`src/rtl/three_key_hash_cache_unit_assert.svh`:
```
// Assertion macros for the three-key hash cache unit.
// Depends on nothing; the top level includes this file.
`ifndef THREE_KEY_HASH_CACHE_UNIT_ASSERT_SVH
`define THREE_KEY_HASH_CACHE_UNIT_ASSERT_SVH
`ifndef ASSERT_OFF
`define TKHC_ASSERT_IMPLY(label, clk, rst, ante, cons) \
   label: assert property (@(posedge clk) disable iff (rst) (ante) |-> (cons)) \
      else $error("implication check failed");
`define TKHC_ASSERT_NEXT(label, clk, rst, ante, cons) \
   label: assert property (@(posedge clk) disable iff (rst) (ante) |=> (cons)) \
      else $error("next-cycle check failed");
`else
`define TKHC_ASSERT_IMPLY(label, clk, rst, ante, cons)
`define TKHC_ASSERT_NEXT(label, clk, rst, ante, cons)
`endif
`endif

```
`src/rtl/tkhc_pkg.sv`:
```
// Shared types, constants and the index hash of the three-key hash cache.
// Used by every module of the block; depends on nothing.
package tkhc_pkg;

   localparam int TABLE_ENTRIES = 256;
   localparam int INDEX_BITS = $clog2(TABLE_ENTRIES);
   localparam int MAX_KEY_BITS = 64;
   localparam int CMD_BITS = 2;
   localparam int QUEUE_DEPTH = 2;
   localparam int QUEUE_PTR_BITS = $clog2(QUEUE_DEPTH);
   localparam int QUEUE_COUNT_BITS = $clog2(QUEUE_DEPTH + 1);

   typedef logic [MAX_KEY_BITS-1:0] key_word_type;
   typedef logic [INDEX_BITS-1:0] index_type;

   typedef enum logic [CMD_BITS-1:0] {
      CMD_LOOKUP = 2'd0,
      CMD_ADD    = 2'd1,
      CMD_FLUSH  = 2'd2,
      CMD_NOP    = 2'd3
   } cmd_type;

   // The index folds bytes 1, 2 and 5 of the source and procedure keys with
   // byte 0 of the destination key.
   function automatic index_type hash_index(key_word_type src, key_word_type proc,
                                            key_word_type dest);
      return src[15:8] ^ src[23:16] ^ src[47:40]
           ^ proc[15:8] ^ proc[23:16] ^ proc[47:40]
           ^ dest[7:0];
   endfunction

endpackage

```
`src/rtl/tkhc_queue.sv`:
```
// Short first-in first-out queue between the front and back stages.
// Depends on tkhc_pkg for its depth.
module tkhc_queue #(
   parameter int WIDTH = 2
) (
   input  logic             clock,
   input  logic             reset,
   input  logic             push_valid,
   output logic             push_ready,
   input  logic [WIDTH-1:0] push_data,
   output logic             pop_valid,
   input  logic             pop_ready,
   output logic [WIDTH-1:0] pop_data
);

   localparam int DEPTH = tkhc_pkg::QUEUE_DEPTH;
   localparam int PTR_BITS = tkhc_pkg::QUEUE_PTR_BITS;
   localparam int COUNT_BITS = tkhc_pkg::QUEUE_COUNT_BITS;

   logic [WIDTH-1:0]      slot_ff [DEPTH];
   logic [PTR_BITS-1:0]   wr_ptr_ff;
   logic [PTR_BITS-1:0]   rd_ptr_ff;
   logic [COUNT_BITS-1:0] count_ff;
   logic                  push;
   logic                  pop;

   always_comb begin
      push_ready = count_ff != COUNT_BITS'(DEPTH);
      pop_valid = count_ff != '0;
      push = push_valid && push_ready;
      pop = pop_valid && pop_ready;
      pop_data = slot_ff[rd_ptr_ff];
   end

   always_ff @(posedge clock) begin
      if (reset) begin
         wr_ptr_ff <= '0;
         rd_ptr_ff <= '0;
         count_ff <= '0;
      end else begin
         if (push) begin
            wr_ptr_ff <= wr_ptr_ff + PTR_BITS'(1);
         end
         if (pop) begin
            rd_ptr_ff <= rd_ptr_ff + PTR_BITS'(1);
         end
         if (push && !pop) begin
            count_ff <= count_ff + COUNT_BITS'(1);
         end else if (pop && !push) begin
            count_ff <= count_ff - COUNT_BITS'(1);
         end
      end
   end

   always_ff @(posedge clock) begin
      if (push) begin
         slot_ff[wr_ptr_ff] <= push_data;
      end
   end

endmodule

```
`config.mk`:
```
export PLATFORM = sky130hd
export DESIGN_NAME = tkhc_queue
export DESIGN_NICKNAME = d
export VERILOG_FILES = /design/src/rtl/three_key_hash_cache_unit_assert.svh /design/src/rtl/tkhc_pkg.sv /design/src/rtl/tkhc_queue.sv
export SDC_FILE = /design/constraint.sdc
export NUM_CORES = 1
export LEC_CHECK = 0
export ABC_AREA = 1
export ABC_CLOCK_PERIOD_IN_PS = 1400
export BUFFER_PORTS_ARGS = -buffer_cell sky130_fd_sc_hd__buf_4
export CORE_MARGIN = 2
export CORE_UTILIZATION = 25
export DETAILED_ROUTE_END_ITERATION = 12
export PLACE_DENSITY = 0.51
export SYNTH_ARGS = -nofsm -noshare
export SYNTH_HDL_FRONTEND = slang
export SYNTH_SLANG_ARGS = --single-unit
```
`constraint.sdc`:
```
create_clock -name clock -period 1.4 [get_ports clock]
set_input_delay 0.28 -clock clock [delete_from_list [all_inputs] [get_ports clock]]
set_output_delay 0.28 -clock clock [all_outputs]
set_load 0.05 [all_outputs]
```
# After elaboration in Yosys (flattened, before gate mapping)
# Memories as Yosys holds them, arrays and structs flattened. A register that Yosys moved wholly into a read port is not among the register bits.
# Index checks and enable logic that the tools add are counted.
dict set report word_totals {
  regBits 4
  ramBits 4
  input_bits 6
  out_inout_bits 4
  wordCells 23
  n_memories 1
}
# memory depth width read_ports rd_ports_with_merged_regs wr line
set memory_table {}
lappend memory_table {slot_ff 2 2 1 1 1 tkhc_queue.sv:20} ;# logic [WIDTH-1:0] slot_ff [DEPTH];
dict set report op_classes {
  add_sub_neg 4
  n_eq_ne 1
  muxes 6
  n_reduce_logical 8
}
# cell count
set ops {}
lappend ops {{$logic_and A1 B1 Y1} 4}
lappend ops {{$mux W1} 4}
lappend ops {{$mux W2} 2}
lappend ops {{$reduce_bool A2 Y1} 2}
lappend ops {{$add A1 B1 Y1 const B} 2}
lappend ops {{$add A2 B1 Y2 const B} 1}
lappend ops {{$logic_not A1 Y1} 2}
lappend ops {{$ne A2 B2 Y1 const B} 1}
lappend ops {{$sub A2 B1 Y2 const B} 1}

# Logic depth before layout (Yosys ltp)
dict set report depth {
  depth_word 6
  ltp_mapped 11
  mapped_depth_nobuf 11
}

# Worst setup path after synthesis
# Ideal clock, no wire load.
dict set report synth_path {
  path_type {register to register}
  startpoint {register count_ff[0]}
  endpoint {register count_ff[1]}
  setup_ps 64
  arrival_ps 1482
  t_required_ps 1336
  setup_slack_ps -146
  path_stages_with_launch 10
  n_path_buf 0
  period_less_slack_ps 1546
  path_cell_list {dfxtp_1 -> inv_2 -> nand2_1 -> nand2_1 -> ha_1 -> inv_1 -> nand3_1 -> nand2_1 -> inv_1 -> nor2_1}
}
dict set report synth_via {
  elab_chain_cells 5
  elab_cells_between_ends 13
  classes_between {2 x add/sub; 1 x eq/ne; 2 x mux; 8 x reduce/logical}
}
# element line
set synth_rtl {}
lappend synth_rtl {{start, declared} tkhc_queue.sv:23} ;# logic [COUNT_BITS-1:0] count_ff;
lappend synth_rtl {{start signal, assigned} tkhc_queue.sv:48} ;# count_ff <= count_ff + COUNT_BITS'(1);
lappend synth_rtl {{start signal, assigned} tkhc_queue.sv:50} ;# count_ff <= count_ff - COUNT_BITS'(1);
lappend synth_rtl {{$reduce_bool A2 Y1 *} tkhc_queue.sv:29} ;# pop_valid = count_ff != '0;
lappend synth_rtl {{named net pop_valid} tkhc_queue.sv:11} ;# output logic pop_valid,
lappend synth_rtl {{$logic_and A1 B1 Y1 *} tkhc_queue.sv:31} ;# pop = pop_valid && pop_ready;
lappend synth_rtl {{$logic_not A1 Y1} tkhc_queue.sv:47} ;# if (push && !pop) begin
lappend synth_rtl {{$logic_and A1 B1 Y1} tkhc_queue.sv:47}
lappend synth_rtl {{$mux W2 / $reduce_bool A2 Y1 (equally long branches)} --}
# Mark *: on every way through the listed nets, which the timed path passes. The rest lies on a longest branch. The select of a mux whose other input is x is not followed.
# A chain may end at the register's enable or synchronous reset.

==> results.cfg <==
[power]
power_density_nw_per_um2 = 2210
peakVddDrop_v = 0.00107
power_leakage_nw = 0.242

[sta]
max_slew_margin_pct = 87.6
worst_slack_ns = 0.0424
hold_viol_final = 0
fin_skew_ns = 0.00140
fmax_mhz = 737
rsz0062_at_grt = no
max_slew.worst_pin.slew_ns = 0.185
setup_viol = 0
min_period_ns = 1.36
slew_violations = 0
fin_crit_sh_pct = 97.0
setup-tns-final_ns = 0

[drt]
remaining_drc_errors = 0
vias = 311
wl_met1_um = 315
first_iter_violations = 2
highest_layer = met4
viasPerCell = 4.32
wl_per_cell_um = 9.08
postRouteAntennaNets = 0
wl_um = 654
wl_met3_um = 37
wl_met2_um = 293
first_pass_iters = 4

[clock_network]
clock_latency_ns = 0.25
numCtsBuffers = 3
clkTransAtPathRegs_ns = 0.06
cts_sinks = 9
cts_setup_buffers = 0
htree_levels = 1
clock_path_buffers = 2
cts_tree = yes
root_buffer = clkbuf_4

[synth]
yosysWarnings = 0
yosysSeqAreaShare_pct = 56.1
avgSynthCellArea_sq_um = 9.14
netlist.area_leader.share_pct = 30.6
syn_nets = 50
synth_cell_type_count = 16
yosysTopAreaCell = edfxtp_1
ys_ff_latch = 9
synth.area.top_cells = edfxtp_1, dfxtp_1, nand2_1
synthesis.area_sq_um = 393
synthCells = 43

[critical_path]
worst_ep_required_time_ns = 1.12
end_kind = primary output
startpoint_type = register
critPathKind = register to primary output
cp.arrival_ns = 1.08
critPathMaxFanout = 2

[global_route]
grt_pass1_vias = 295
antenna_found_initial = 0
grt_overflow_total = 0
grt_pass1_wl_mm = 1.11
grt_use_total_pct = 8.24
grt_max_degree = 6

[layout]
insertedDiodeCount = 0
postLayoutCellArea_sq_um = 532
final-seq-area_sq_um = 223
multi_input_area_sq_um = 154
synthToLayoutAreaGrowth_pct = 35.4
drive_gt1_share_pct = 39.3
fillers = 167
stdcell_count = 72
final_nets = 64

[die]
core_sq_um = 1490
row_count = 14
initial_core_util_pct = 26.4
die_h_um = 43.6
ioPinCount = 10
die_area_sq_um = 1900
die_w_um = 43.6

[place]
gp_congestion = 0.665
io_buffers = 9
place_ws_ns = 0.0692
place_inst = 68
dpl.hpwl_um = 488
dpl_cell_area_sq_um = 493

[min_path]
hold_path.class = primary input to register

[flow_run]
maxCapViolations = 0

[outcome]
status = complete, no violations
-- cells in the final DEF (no fill, tap or decap) --
master,n
edfxtp_1,4
o21ai_0,1
inv_4,1
a21oi_1,2
buf_4,7
nand4_1,1
inv_2,1
clkbuf_1,1
inv_1,5
mux2_2,2
clkinv_2,1
dfxtp_1,3
nand2_1,6
o21ai_1,1
dfxtp_2,2
clkbuf_4,3
nor2_1,7
nand2_4,3
nand3_1,2
buf_6,2
ha_1,1
-- final timing paths --
| check | start | to | slack (ns) | cells past startpoint |
|---|---|---|---|---|
| worst min-delay path | push_data[1] | slot_ff[1][1] | 0.21 | 1 |
| worst max register to register | count_ff[1] | count_ff[1] | 0.11 | 9 |
| worst min register to register | count_ff[0] | count_ff[0] | 0.47 | 1 |
| worst max-delay path | register | pop_data[0] | 0.04 | 2 |
-- cells by family after synthesis --
kind of cell	after synthesis	share of synthesized area, %
multiplexers	2	5.73
adder cells (fa/ha/maj)	1	3.18
AO/OA/AOI/OAI	4	5.09
buffers and inverters	8	7.96
flip-flops	9	56.1
AND/OR/NAND/NOR	19	22.0
-- per-layer routing --
layer / track usage (%) / up-vias
met1: 10.4 / 133
met2: 11.2 / 9
li1: - / 167
met5: 0 / -
met4: 7.27 / 0
met3: 2.50 / 2
-- power breakdown --
part | internal (W) | switching (W)
clock network | 0.000110 | 0.0000874
registers | 0.000348 | 0.0000494
logic | 0.000200 | 0.000377
total | 0.000658 | 0.000514
-- cells in the mapped netlist --
cell type and count:
nand2_2 1, nor2_1 7, nand2_1 7, edfxtp_1 4
o21ai_0 1, clkinv_2 1, nand3_1 2, nand2_4 1
dfxtp_1 5, nand4_1 1, o21ai_1 1, ha_1 1
mux2_2 2, inv_2 1, a21oi_1 2, inv_1 6
-- final cells by class --
type                    instances  share of cell area (%)
inverters                       8                    6.35
flip-flops and latches          9                    41.9
clock buffers                   4                    4.94
multi-input cells              26                    28.9
repair buffers                  9                    14.1
well taps                      16                    3.76
-- critical path: stages (launching register included) --
cell     delay, ns
dfxtp_2       0.33
mux2_2        0.34
buf_6         0.15
-- per-stage QoR --
step	hold WS (ns)	total power [W]	util (%)
detailed placement	0.473	0.000948	33.1
CTS	0.201	0.00117	35.4
global placement	0.472	0.000950	33.1
global route	0.205	0.00126	35.7
floorplan	0.379	0.000822	-
finish	0.210	0.00117	35.7
-- what timing repair did --
item,CTS,global route
endpoints found under the hold margin,0,0
resized for setup,2,4
endpoints found under the setup margin,2,3
hold buffers,0,0
Power figures use the tool's default switching activity.
