File: config.mk
export PLATFORM = sky130hd
export DESIGN_NAME = tkhc_front
export DESIGN_NICKNAME = d
export VERILOG_FILES = /design/src/rtl/three_key_hash_cache_unit_assert.svh /design/src/rtl/tkhc_pkg.sv /design/src/rtl/tkhc_front.sv
export SDC_FILE = /design/constraint.sdc
export NUM_CORES = 1
export LEC_CHECK = 0
export ABC_AREA = 1
export BUFFER_PORTS_ARGS = -buffer_cell sky130_fd_sc_hd__buf_4
export CORE_AREA = 2 2 203 205
export DETAILED_ROUTE_END_ITERATION = 7
export DIE_AREA = 0 0 205 207
export GPL_TIMING_DRIVEN = 0
export PLACE_DENSITY = 0.42
export SETUP_SLACK_MARGIN = 0.2
export SYNTH_ARGS = -nofsm -noshare
export SYNTH_HDL_FRONTEND = slang
export SYNTH_SLANG_ARGS = --single-unit
File: constraint.sdc
create_clock -name clock -period 42.8 [get_ports clock]
set_input_delay 0 -clock clock [delete_from_list [all_inputs] [get_ports clock]]
set_output_delay 0 -clock clock [all_outputs]
set_load 0.01 [all_outputs]
File: src/rtl/three_key_hash_cache_unit_assert.svh
// Assertion macros for the three-key hash cache unit.
// Depends on nothing; the top level includes this file.
`ifndef THREE_KEY_HASH_CACHE_UNIT_ASSERT_SVH
`define THREE_KEY_HASH_CACHE_UNIT_ASSERT_SVH
`ifndef ASSERT_OFF
`define TKHC_ASSERT_IMPLY(label, clk, rst, ante, cons) \
   label: assert property (@(posedge clk) disable iff (rst) (ante) |-> (cons)) \
      else $error("implication check failed");
`define TKHC_ASSERT_NEXT(label, clk, rst, ante, cons) \
   label: assert property (@(posedge clk) disable iff (rst) (ante) |=> (cons)) \
      else $error("next-cycle check failed");
`else
`define TKHC_ASSERT_IMPLY(label, clk, rst, ante, cons)
`define TKHC_ASSERT_NEXT(label, clk, rst, ante, cons)
`endif
`endif

File: src/rtl/tkhc_pkg.sv
// Shared types, constants and the index hash of the three-key hash cache.
// Used by every module of the block; depends on nothing.
package tkhc_pkg;

   localparam int TABLE_ENTRIES = 256;
   localparam int INDEX_BITS = $clog2(TABLE_ENTRIES);
   localparam int MAX_KEY_BITS = 64;
   localparam int CMD_BITS = 2;
   localparam int QUEUE_DEPTH = 2;
   localparam int QUEUE_PTR_BITS = $clog2(QUEUE_DEPTH);
   localparam int QUEUE_COUNT_BITS = $clog2(QUEUE_DEPTH + 1);

   typedef logic [MAX_KEY_BITS-1:0] key_word_type;
   typedef logic [INDEX_BITS-1:0] index_type;

   typedef enum logic [CMD_BITS-1:0] {
      CMD_LOOKUP = 2'd0,
      CMD_ADD    = 2'd1,
      CMD_FLUSH  = 2'd2,
      CMD_NOP    = 2'd3
   } cmd_type;

   // The index folds bytes 1, 2 and 5 of the source and procedure keys with
   // byte 0 of the destination key.
   function automatic index_type hash_index(key_word_type src, key_word_type proc,
                                            key_word_type dest);
      return src[15:8] ^ src[23:16] ^ src[47:40]
           ^ proc[15:8] ^ proc[23:16] ^ proc[47:40]
           ^ dest[7:0];
   endfunction

endpackage

File: src/rtl/tkhc_front.sv
// Front stage: accepts request words, computes the table index and registers
// the classified item for the queue. Depends on tkhc_pkg.
module tkhc_front #(
   parameter int KEY_BITS = 64,
   parameter int ID_BITS = 64,
   localparam int ITEM_BITS = tkhc_pkg::CMD_BITS + tkhc_pkg::INDEX_BITS
                            + 3 * KEY_BITS + ID_BITS
) (
   input  logic                          clock,
   input  logic                          reset,
   input  logic                          in_valid,
   output logic                          in_ready,
   input  logic [tkhc_pkg::CMD_BITS-1:0] in_cmd,
   input  logic [KEY_BITS-1:0]           in_src,
   input  logic [KEY_BITS-1:0]           in_proc,
   input  logic [KEY_BITS-1:0]           in_dest,
   input  logic [ID_BITS-1:0]            in_id,
   output logic                          out_valid,
   input  logic                          out_ready,
   output logic [ITEM_BITS-1:0]          out_item
);

   localparam int WORD_BITS = tkhc_pkg::MAX_KEY_BITS;

   logic                      valid_ff;
   logic [ITEM_BITS-1:0]      item_ff;
   logic [ITEM_BITS-1:0]      item_in;
   tkhc_pkg::index_type       index;
   logic                      load;

   always_comb begin
      index = tkhc_pkg::hash_index(WORD_BITS'(in_src), WORD_BITS'(in_proc),
                                   WORD_BITS'(in_dest));
      item_in = {in_id, in_dest, in_proc, in_src, index, in_cmd};
      in_ready = !valid_ff || out_ready;
      load = in_valid && in_ready;
   end

   always_ff @(posedge clock) begin
      if (reset) begin
         valid_ff <= 1'b0;
      end else if (load) begin
         valid_ff <= 1'b1;
      end else if (out_ready) begin
         valid_ff <= 1'b0;
      end
   end

   always_ff @(posedge clock) begin
      if (load) begin
         item_ff <= item_in;
      end
   end

   assign out_valid = valid_ff;
   assign out_item = item_ff;

endmodule

# Word-level counts from Yosys, hierarchy flattened
# Index checks and enable logic that the tools add are counted.
dict set report classes {
  multipliers 0
  order_cmp 0
  n_mux 2
  eq_ne 0
  n_addsub 0
  n_reduce_logical 4
  shift 0
  div 0
  n_bitwise 6
}
# op count
set op_table {}
lappend op_table {{8-bit XOR} 6}
lappend op_table {{1-bit two-way mux} 2}
lappend op_table {{2-bit nonzero test} 1}
lappend op_table {{1-bit logical AND} 1}
lappend op_table {{1-bit logical NOT} 1}
lappend op_table {{1-bit logical OR} 1}
dict set report totals {
  regBits 267
  ramBits 0
  out_inout_bits 268
  latch_bits 0
  mem_count 0
  elab_cells 14
  romBits 0
}

# Depth between registers and ports, before layout
dict set report depth {
  ltp_word 6
  depth_mapped 8
  depth_no_buf 8
}

# Worst setup path before layout
# Ideal clock, no wire load.
dict set report synth_path {
  kind {reg-to-reg}
  from {register valid_ff, in the netlist out_valid}
  to {register item_ff[0], in the netlist out_item[0], enable pin}
  required_ns 41.819
  setup_slack_ns 28.686
  synth_period_minus_slack_ns 14.114
  arrival_time_ns 13.133
  setup_time_ns 0.981
  path_buffers 0
  stages_incl_launch_ff 2
  path_cell_list {dfxtp_1 a21oi_1}
}
dict set report synth_via {
  elab_chain_len 3
}
# item line_no
set synth_lines {}
lappend synth_lines {{start, declared} tkhc_front.sv:25} ;# logic valid_ff;
lappend synth_lines {{start signal, assigned} tkhc_front.sv:41} ;# valid_ff <= 1'b0;
lappend synth_lines {{start signal, assigned} tkhc_front.sv:43} ;# valid_ff <= 1'b1;
lappend synth_lines {{start signal, assigned} tkhc_front.sv:45} ;# valid_ff <= 1'b0;
lappend synth_lines {{1-bit logical NOT} tkhc_front.sv:35} ;# in_ready = !valid_ff || out_ready;
lappend synth_lines {{1-bit logical OR} tkhc_front.sv:35}
lappend synth_lines {{1-bit logical AND} tkhc_front.sv:36} ;# load = in_valid && in_ready;
lappend synth_lines {{net load} tkhc_front.sv:29} ;# logic load;
lappend synth_lines {{end signal, assigned} tkhc_front.sv:51} ;# item_ff <= item_in;
lappend synth_lines {{end, declared} tkhc_front.sv:26} ;# logic [ITEM_BITS-1:0] item_ff;
# The timed path passes the listed nets, and every way through them passes these cells.
# A chain may end at the register's enable or synchronous reset.

# Worst setup path after layout
dict set report layout_path {
  from {register valid_ff, in the netlist out_valid}
  to {register item_ff[157], in the netlist out_item[157], enable pin}
}
# The elaborated chain is that of the path after synthesis.

==> results.md <==
Drt:
- The total detailed-routing wirelength is 29.8 mm.
- After the first detailed-routing iteration, the DRC count stood at 287.
- The detailed-router iteration count before antenna repair is 4.
- The antenna violation net count after detailed routing is 0.
- Using the TritonRoute via totals, the vias-per-cell ratio works out to 3.71.
- In the routed design, unresolved DRC markers number 0.
- The via total after detailed routing is 6,799.
- The mean routed wirelength per cell is 16.3 um.

Place:
- The half-perimeter wire length after placement is 22.1 mm.
- The congestion estimate from routability-driven global placement came to 0.753.
- The count of input and output buffers is 529.
- At the placement stage, the worst setup path has a slack of 40,290 ps.

Worst setup path:
- The largest fanout on the critical path is 27.
- The type of the setup path with the least slack is reg2reg.
- The element type at the critical path start is a flip-flop.
- The startpoint identified for the worst register-to-register timing path is out_valid.
- The worst register-to-register path ends at out_item[157].
- STA puts the critical path data required time at 43,070 ps.
- STA classifies the critical path endpoint as a flip-flop.
- For the worst flop-to-flop path, the logic depth is 6.
- Data on the critical path arrives at its endpoint at 2750 ps.
- Across all register-to-register paths, the minimum setup slack is 40,330 ps.

Finish:
- For this run, the post-layout net count is 1,537.
- The number of antenna cells inserted is 0.
- The count of filler cells inserted in the layout is 3,743.
- Of the cells placed in the final design, the portion with a size suffix greater than 1 is 0.446.
- Compared with the post-synthesis result, the final layout area differs by 95.4%.

CTS:
- TritonCTS built the clock tree.
- The CTS root buffer is sky130_fd_sc_hd__clkbuf_16.
- The number of buffers inserted during clock tree synthesis is 30.
- After clock tree synthesis, the clock-pin slew on the worst setup and hold paths is 60 ps.
- In this run the number of H-tree levels came out at 1.
- After clock tree synthesis, the repair step resized 0 gates.
- The maximum root-to-sink buffer count is 3.
- CTS saw 267 sinks.
- The later pin in the worst-skew pair is clocked with a latency of 570 ps.

Timing:
- The hold violation total from the final report is 0.
- The post-route worst setup slack is 40,330 ps.
- The upper clock frequency limit is 0.404 GHz.
- Measured against its own limit, the worst slew margin works out to 0.447.
- The setup clock skew after layout is 16.9 ps.
- The share of the clock period used by the worst path after layout is 0.0578.
- In the final timing run, aggregate negative setup slack is 0 ps.
- Setup repair after global routing left no endpoint under its margin.
- Setup violations remaining at the end of the flow were counted as 0.
- Counting I/O delays and the setup requirement, the final critical path takes 2470 ps.
- The transition time at the pin with the least slew margin is 827 ps.
- The max-slew violation total from the final report came to 0.

Floorplan:
- The floorplan step set the die height to 207 um.
- The die covers 0.0424 mm2.
- The core area is 0.0404 mm2.
- In this run the count of I/O pins placed on the die edge is 530.
- The overall die width is 205 um.
- The number of core rows is 74.
- The starting utilization of the core area is 0.219.

Yosys:
- For this run, the number of Yosys warnings is 0.
- The number of enable flip-flop cells after synthesis is 266.
- The flip-flop cell with the highest count after synthesis is sky130_fd_sc_hd__edfxtp_1.
- The proportion of register bits with asynchronous set or reset after synthesis is 0.
- The number of distinct library cells after synthesis is 9.
- The number of nets handed over by synthesis was 705.
- The most common cell in the synthesized netlist is sky130_fd_sc_hd__edfxtp_1.
- The cell area that synthesis handed to floorplanning was 0.00883 mm2.
- The largest area contributor in the synthesized netlist is sky130_fd_sc_hd__edfxtp_1.
- After synthesis the netlist holds a flip-flop and latch count of 267.
- The synthesized instance count is 443.
- The share of the yosys chip area belonging to registers is 0.906.
- The post-synthesis area per instance is 19.9 um2.
- Yosys attributes the largest share of cell area to sky130_fd_sc_hd__edfxtp_1 (90%), sky130_fd_sc_hd__nand2_1 (3.7%), sky130_fd_sc_hd__inv_1 (1.6%).
- The area share of the largest cell type after synthesis is 0.904.
- By count the netlist is led by sky130_fd_sc_hd__edfxtp_1 (266), sky130_fd_sc_hd__nand2_1 (87), sky130_fd_sc_hd__inv_1 (38).

Global routing:
- Entering global routing, the biggest net connects 30 pins.
- The via count of the first global-routing pass came to 7,171.
- The initial antenna violation count was 0.
- For this run, the total global-route usage over all layers was measured as 0.133.
- The overflow left after global routing is 0.
- The wire length of the first global-routing pass is 42.8 mm.

Run status:
- The run finished with clean final reports.

Job:
- The number of max-capacitance violations reported is 0.

Hold path:
- The end point of the most critical hold path is out_item[34].
- The cell count of the worst hold path is 3.
- The class of the tightest hold or removal check is in2reg.
- The critical hold path startpoint is out_ready.

Power and ir drop:
- The worst vdd rail ir drop is 0.0000333 V.
- In this run the power density over the cells is 37.9 mW/mm2.
- In this run the static leakage power is 0.00737 uW.
-- routing by layer --
layer / routed length (um) / vias up / track usage
li1: - / 3280 / -
met1: 10800 / 3186 / 0.146
met5: 0 / - / 0
met2: 15300 / 289 / 0.239
met4: 839 / 0 / 0.0402
met3: 2820 / 44 / 0.0474
-- metrics by stage --
| step | instances | power [uW] | util | area [um2] | hold WS (ps) |
|---|---|---|---|---|---|
| after CTS | 1831 | 666 | 0.428 | 17300 | 43.9 |
| after global routing | 1831 | 682 | 0.428 | 17300 | 95.8 |
| after global placement | 1504 | 397 | 0.334 | 13500 | 158 |
| final | 1831 | 653 | 0.428 | 17300 | 95.7 |
| after detailed placement | 1514 | 390 | 0.339 | 13700 | 160 |
| after floorplan | 443 | 344 | - | 8830 | 69.1 |
-- area by class of cell --
class | instances | area, um2 | area share
Clock inverter | 20 | 175 | 0.0101
Inverter | 38 | 143 | 0.00826
Sequential cell | 267 | 8010 | 0.464
Timing Repair Buffer | 800 | 6800 | 0.394
Tap cell | 532 | 666 | 0.0386
Multi-Input combinational cell | 138 | 696 | 0.0403
Clock buffer | 36 | 773 | 0.0448
-- cells by family after synthesis --
logic type,after synthesis,share of synthesized area
AOI/OAI and AO/OA,2,0.00113
xor gates and xnor gates,29,0.0288
buffers and inverters,38,0.0161
DFF,267,0.906
and+or+nand+nor,107,0.0476
-- worst max-delay path by stage --
stage | start | endpoint
floorplan | out_valid | out_item[0]
global placement | out_valid | out_item[1]
detailed placement | out_valid | out_item[151]
CTS | out_valid | out_item[157]
global route | out_valid | out_item[157]
finish | out_valid | out_item[157]
-- cells in the final DEF, fill, tap and decap left out --
cell type	n
sky130_fd_sc_hd__a21oi_1	1
sky130_fd_sc_hd__a21oi_4	1
sky130_fd_sc_hd__buf_12	8
sky130_fd_sc_hd__buf_16	2
sky130_fd_sc_hd__buf_4	529
sky130_fd_sc_hd__bufinv_16	3
sky130_fd_sc_hd__clkbuf_1	6
sky130_fd_sc_hd__clkbuf_16	30
sky130_fd_sc_hd__clkinv_1	11
sky130_fd_sc_hd__clkinv_2	4
sky130_fd_sc_hd__clkinv_8	1
sky130_fd_sc_hd__clkinvlp_4	1
sky130_fd_sc_hd__dfxtp_1	1
sky130_fd_sc_hd__dlygate4sd3_1	261
sky130_fd_sc_hd__edfxtp_1	266
sky130_fd_sc_hd__inv_1	38
sky130_fd_sc_hd__nand2_1	87
sky130_fd_sc_hd__nand3_1	15
sky130_fd_sc_hd__nor2_1	5
sky130_fd_sc_hd__xnor2_1	15
sky130_fd_sc_hd__xor2_1	14
-- critical path: stages (launching register included) --
cell and delay [ps]:
sky130_fd_sc_hd__dfxtp_1 350, sky130_fd_sc_hd__a21oi_4 680, sky130_fd_sc_hd__buf_12 290, sky130_fd_sc_hd__buf_12 210, sky130_fd_sc_hd__buf_12 210, sky130_fd_sc_hd__buf_12 210
sky130_fd_sc_hd__buf_16 180
-- report_power, final --
part | switching (uW) | total [uW] | internal, uW
logic | 37.9 | 92.1 | 54.2
registers | 4.45 | 311 | 307
clock network | 104 | 250 | 146
total | 146 | 653 | 507
-- registers in the layout (all words and copies together), names as in the netlist --
name       count
out_valid      1
out_item     266
-- what timing repair did --
item,CTS,global route
endpoints found under the hold margin,287,0
setup buffers,0,0
hold buffers,261,0
Note: power is estimated with default switching activity, not from simulation.
